### src/design/bwu_pkg.sv
// shared types and constants of the barycentric weight unit
package bwu_pkg;

  localparam int CoordBits = 16;
  localparam int OutBits   = 24;
  localparam int DiffBits  = CoordBits + 1;
  localparam int ProdBits  = 2 * DiffBits;
  localparam int NumBits   = ProdBits + 1;

  typedef struct packed {
    logic signed [CoordBits-1:0] pix_x;
    logic signed [CoordBits-1:0] pix_y;
    logic signed [CoordBits-1:0] vert_a_x;
    logic signed [CoordBits-1:0] vert_a_y;
    logic signed [CoordBits-1:0] vert_b_x;
    logic signed [CoordBits-1:0] vert_b_y;
    logic signed [CoordBits-1:0] vert_c_x;
    logic signed [CoordBits-1:0] vert_c_y;
  } in_t;

  typedef struct packed {
    logic signed [OutBits-1:0] weight_alpha;
    logic signed [OutBits-1:0] weight_beta;
    logic signed [OutBits-1:0] weight_gamma;
    logic                      degenerate;
    logic                      saturated;
  } out_t;

  typedef struct packed {
    logic [NumBits-1:0] mag_a;
    logic [NumBits-1:0] mag_b;
    logic [NumBits-1:0] mag_area;
    logic               neg_a;
    logic               neg_b;
    logic               degen;
  } qent_t;

  typedef struct packed {
    logic full;
    logic empty;
  } qstat_t;

endpackage

### src/design/bwu_queue.sv
// two-entry queue between front and back
module bwu_queue (
  input  logic           clk,
  input  logic           rst_n,
  input  logic           push,
  input  bwu_pkg::qent_t wr_data,
  input  logic           pop,
  output bwu_pkg::qent_t rd_data,
  output bwu_pkg::qstat_t stat
);
  import bwu_pkg::*;

  qent_t      mem_r [2];
  logic       wr_ptr_r, rd_ptr_r;
  logic [1:0] count_r;

  assign rd_data    = mem_r[rd_ptr_r];
  assign stat.full  = (count_r == 2'd2);
  assign stat.empty = (count_r == 2'd0);

  always_ff @(posedge clk) begin
    if (!rst_n) begin
      wr_ptr_r <= 1'b0;
      rd_ptr_r <= 1'b0;
      count_r  <= 2'd0;
    end else begin
      if (push) wr_ptr_r <= !wr_ptr_r;
      if (pop)  rd_ptr_r <= !rd_ptr_r;
      count_r <= count_r + 2'(push) - 2'(pop);
    end
  end

  always_ff @(posedge clk) begin
    if (push) mem_r[wr_ptr_r] <= wr_data;
  end

endmodule

### config.mk
export PLATFORM = sky130hd
export DESIGN_NAME = bwu_queue
export DESIGN_NICKNAME = d
export VERILOG_FILES = /design/src/design/bwu_pkg.sv /design/src/design/bwu_queue.sv
export SDC_FILE = /design/constraint.sdc
export NUM_CORES = 1
export LEC_CHECK = 0
export BUFFER_PORTS_ARGS = -buffer_cell sky130_fd_sc_hd__buf_2
export CORE_MARGIN = 1
export CORE_UTILIZATION = 44
export CTS_CLUSTER_SIZE = 40
export DETAILED_ROUTE_END_ITERATION = 16
export GPL_TIMING_DRIVEN = 0
export HOLD_SLACK_MARGIN = 0.08
export PLACE_DENSITY = 0.69
export SLEW_MARGIN = 0
export SYNTH_ARGS = -nofsm -noshare
export SYNTH_HDL_FRONTEND = slang
export SYNTH_SLANG_ARGS = --single-unit
### constraint.sdc
create_clock -name clk -period 17.61 [get_ports clk]
set_input_delay 5.283 -clock clk [delete_from_list [all_inputs] [get_ports clk]]
set_output_delay 5.283 -clock clk [all_outputs]
set_load 0.02 [all_outputs]
Word level (Yosys, flattened, before mapping)
Memories as Yosys holds them, arrays and structs flattened. A register that Yosys moved wholly into a read port is not among the register bits. Cells that the tools add are included.

Output and inout bits: 110. Input port bits: 112. Memories kept: 1. RAM bits: 216. Bits in registers: 4. Logic and storage cells: 14.

Memory list: mem_r (depth 2, bits a word 108, rd ports 1, clocked after memory_dff 1, wr ports 1, line bwu_queue.sv:13) `qent_t mem_r [2];`.

Add/sub/neg operators: 2. Reductions and logical operators: 3. Muxes and demuxes: 4. Eq/ne operators: 1.

Operator list (number): $mux 1 (4); $add 2x1->2 (1); $eq 2x2->1 const B (1); $logic_not 1->1 (2); $logic_not 2->1 (1); $sub 2x1->2 (1).

Longest topological paths before layout
Depth after elaboration: 3. Mapped depth: 6. Gate-level depth less buffers: 6.

Least setup slack after synthesis
No wires, ideal clock.

Path kind: input port to flip-flop. Start point: input port push. End point: memory mem_r[0][0] in the netlist's numbering, enable pin. Library setup time: 589 ps. Arrival: 10008 ps. Cell stages on the path: 1. Path slack: 7013 ps. Buffers on the path: 0. Data required time: 17021 ps. Path through: nor2b_1.

Cells in the longest elaborated chain, start to end: 2.

RTL lines: start, declared (line bwu_queue.sv:5) `input logic push,`; $mux 1 (line bwu_queue.sv:34) `if (push) mem_r[wr_ptr_r] <= wr_data;`; $mux 1 (not written as such) (line bwu_queue.sv:34); end, declared (line bwu_queue.sv:13).

Every way passes these cells.

==> flow_summary_export.csv <==
group,metric,value,unit
global_route,overflow,0,
die,rows,49,
timing,slew_headroom,51.3,%
die,start_util,45.0,%
yosys,synth-compound-area-share,0.0928,%
yosys,syn_inst,357,
hold_path,min_from,"rd_ptr_r$_SDFFE_PN0P_",
timing,period_share,40.3,%
place,gp_congestion,0.702,
clocking,htree_levels,1,
clocking,cts.sink_count,221,
setup_path,r2r_slack,15.86,ns
setup_path,arrival,1.82,ns
setup_path,critPathBufInv,3,
power,p_leak,3.94,nW
clocking,clk_path_buf_depth,3,
yosys,synth_top_family_by_area,"multiplexers",
global_route,grt_pass1_vias,4157,
yosys,seq_area_frac_synth,81.4,%
timing,tns,0,ns
hold_path,hold_path.class,"reg2reg",
run_status,status,"finished, final reports clean",
yosys,synthXorXnorAreaFrac,0.387,%
drt,viasPerCell,4.73,
yosys,syn_avg_cell_area,22.7,um^2
setup_path,r2r-start,"wr_ptr_r$_SDFFE_PN0P_",
place,port_buffers,221,
setup_path,crit_path_end_kind,"output port",
drt,num_vias,4014,
setup_path,worstPathCellList,"buf_6, buf_2, mux2_2, buf_2",
timing,fin_hold_ws,0.597,ns
die,die-area,0.0189,mm^2
yosys,yosys_register_bits,221,
setup_path,slowest_stage,"mux2_2",
yosys,yosysWarnings,0,
final_layout,utilization,57.3,%
final_layout,finalNetCount,720,
setup_path,path_class,"reg2out",
setup_path,crit_path_frequent_cell,"buf_2",
clocking,numCtsBuffers,22,
power,peakVddDrop,0.0814,mV
yosys,synthMuxAreaShare,16.0,%
yosys,netlist_top_cells_area,"edfxtp_1, mux2_2, mux2_4, dfxtp_1, buf_6",
drt,drc,0,
setup_path,slowest_delay,0.38,ns
hold_path,min_to,"rd_ptr_r$_SDFFE_PN0P_",
setup_path,reg2reg_to,"mem_r[1][92]$_DFFE_PP_",
hold_path,hold_depth,2,
clocking,clock-root-buffer,"clkbuf_16",
yosys,netlist.area_leader.share,80.2,%
final_layout,areaGrowthSynthToFinish,27.2,%
clocking,cts_tree,"yes",
setup_path,reg2regPathDepth,2,
timing,fin_skew,0.00406,ns
die,die_x,138,um
setup_path,cp.required,12.33,ns
final_layout,diodes,0,
drt,drt_iter0_markers,121,
yosys,ys_types,14,
yosys,syn_nets,471,
die,die_h,138,um
global_route,grt_max_degree,60,
die,io_pins,222,
timing,fmax,141,MHz
run,drv_cap,0,
setup_path,cp_max_fo,10,
global_route,antenna_found_initial,0,
drt,wirelength,14.4,mm
clocking,cts_hold_buf,0,
timing,rsz0062_at_grt,"false",
setup_path,cpLargestDelayFamily,"buffers and inverters",
power,powerDensity,118,mW/mm^2
place,dp_hpwl,9.90,mm
drt,wl_per_cell,17.0,um
yosys,yosysTopAreaCell,"edfxtp_1",
clocking,clk_pin_slew,0.06,ns
final_layout,drive_gt1_share,61.1,%
global_route,grt_pass1_wl,20.9,mm
clocking,clk_latency,0.49,ns
final_layout,fillers,1436,
timing,slew_violations,0,
setup_path,worstSetupStartpointType,"flip-flop",
timing,finalSetupViolCount,0,
timing,worst_pin_slew,0.730,ns
timing,hold_viol,0,
global_route,track_usage,14.6,%
yosys,synth_fa_ha_area_share,0.309,%
yosys,synthSimpleGateAreaFrac,0.665,%
drt,ant_nets,0,
yosys,syn_area,0.00809,mm^2
clocking,cts_setup_buffers,0,
clocking,cts-resized-gates,0,
timing,min_period,7.11,ns
drt,first_pass_iters,4,
die,core,0.0180,mm^2
-- final cells by class --
cell class | instances | area (um^2) | share of cell area (%)
buffer | 12 | 85.1 | 0.827
clock buffer | 29 | 618 | 6.01
clock inverter | 9 | 92.6 | 0.900
inverter | 2 | 7.51 | 0.0730
multi-input combinational | 122 | 1420 | 13.8
sequential | 221 | 6590 | 64.0
tap | 229 | 287 | 2.78
timing repair buffer | 225 | 1190 | 11.6
-- kinds of logic after synthesis --
logic type | Yosys count
AOI/OAI and AO/OA | 1
xor gates and xnor gates | 2
adders and majority gates | 2
buffers and inverters | 14
DFF | 221
muxes | 108
and+or+nand+nor | 9
-- tightest hold or removal path, cell delays in order, from the launching register on --
cell,delay (ns)
dfxtp_1,0.32
xor2_1,0.07
and2_1,0.15
-- power breakdown --
group	switching [W]	internal, W	total, W	leakage [nW]
logic	0.0000832	0.0000638	0.000147	1.52
clock network	0.000181	0.000275	0.000456	0.353
registers	0.00000662	0.000608	0.000615	2.07
total	0.000271	0.000947	0.00122	3.94
-- cells in the mapped netlist --
| cell | n |
|---|---|
| mux2_2 | 88 |
| buf_2 | 8 |
| nor2b_1 | 4 |
| buf_6 | 4 |
| inv_1 | 2 |
| ha_1 | 2 |
| edfxtp_1 | 216 |
| xor2_1 | 1 |
| nor2_1 | 1 |
| xnor3_1 | 1 |
| and2_1 | 4 |
| o21a_1 | 1 |
| mux2_4 | 20 |
| dfxtp_1 | 5 |
-- metrics by stage --
step,cells,power (W),area [um^2],setup slack (ns)
6_report,849,0.00122,10300,10.50
5_1_grt,849,0.00126,10300,10.43
4_1_cts,849,0.00123,10300,10.45
3_5_place_dp,811,0.000775,9580,10.76
3_3_place_gp,807,0.000773,9480,4.50
2_1_floorplan,357,0.000722,8090,7.01
-- worst max path at each step --
stage,end,cells past startpoint,slack [ns],startpoint
final,rd_data[60],4,10.50,flip-flop
after global routing,rd_data[66],4,10.43,flip-flop
after CTS,rd_data[57],4,10.45,flip-flop
after detailed placement,mem_r[0][95]$_DFFE_PP_,4,10.76,push
after global placement,mem_r[0][88]$_DFFE_PP_,2,4.50,push
after floorplan,mem_r[0][0]$_DFFE_PP_,1,7.01,push
-- sequential cells by signal (all words and copies together) (netlist names), named ones only --
| name | cells |
|---|---|
| mem_r | 216 |
| count_r | 2 |
| rd_ptr_r | 1 |
| wr_ptr_r | 1 |
-- placed cells by master, fill, tap and decap left out, types with 4 or more instances in the layout --
cell / Yosys / routed
buf_2: 8 / 229
edfxtp_1: 216 / 216
mux2_2: 88 / 88
clkbuf_16: 0 / 23
mux2_4: 20 / 20
dfxtp_1: 5 / 5
clkinv_2: 0 / 5
buf_6: 4 / 4
clkbuf_1: 0 / 4
-- metal layers --
| metal | track usage [%] | vias to the layer above | wire length, um |
|---|---|---|---|
| met1 | 16.7 | 1930 | 5580 |
| met4 | 4.58 | 0 | 243 |
| met3 | 4.53 | 21 | 1250 |
| li1 | - | 1917 | - |
| met5 | 0 | - | 0 |
| met2 | 25.9 | 146 | 7340 |
(Power assumes the default switching activity.)
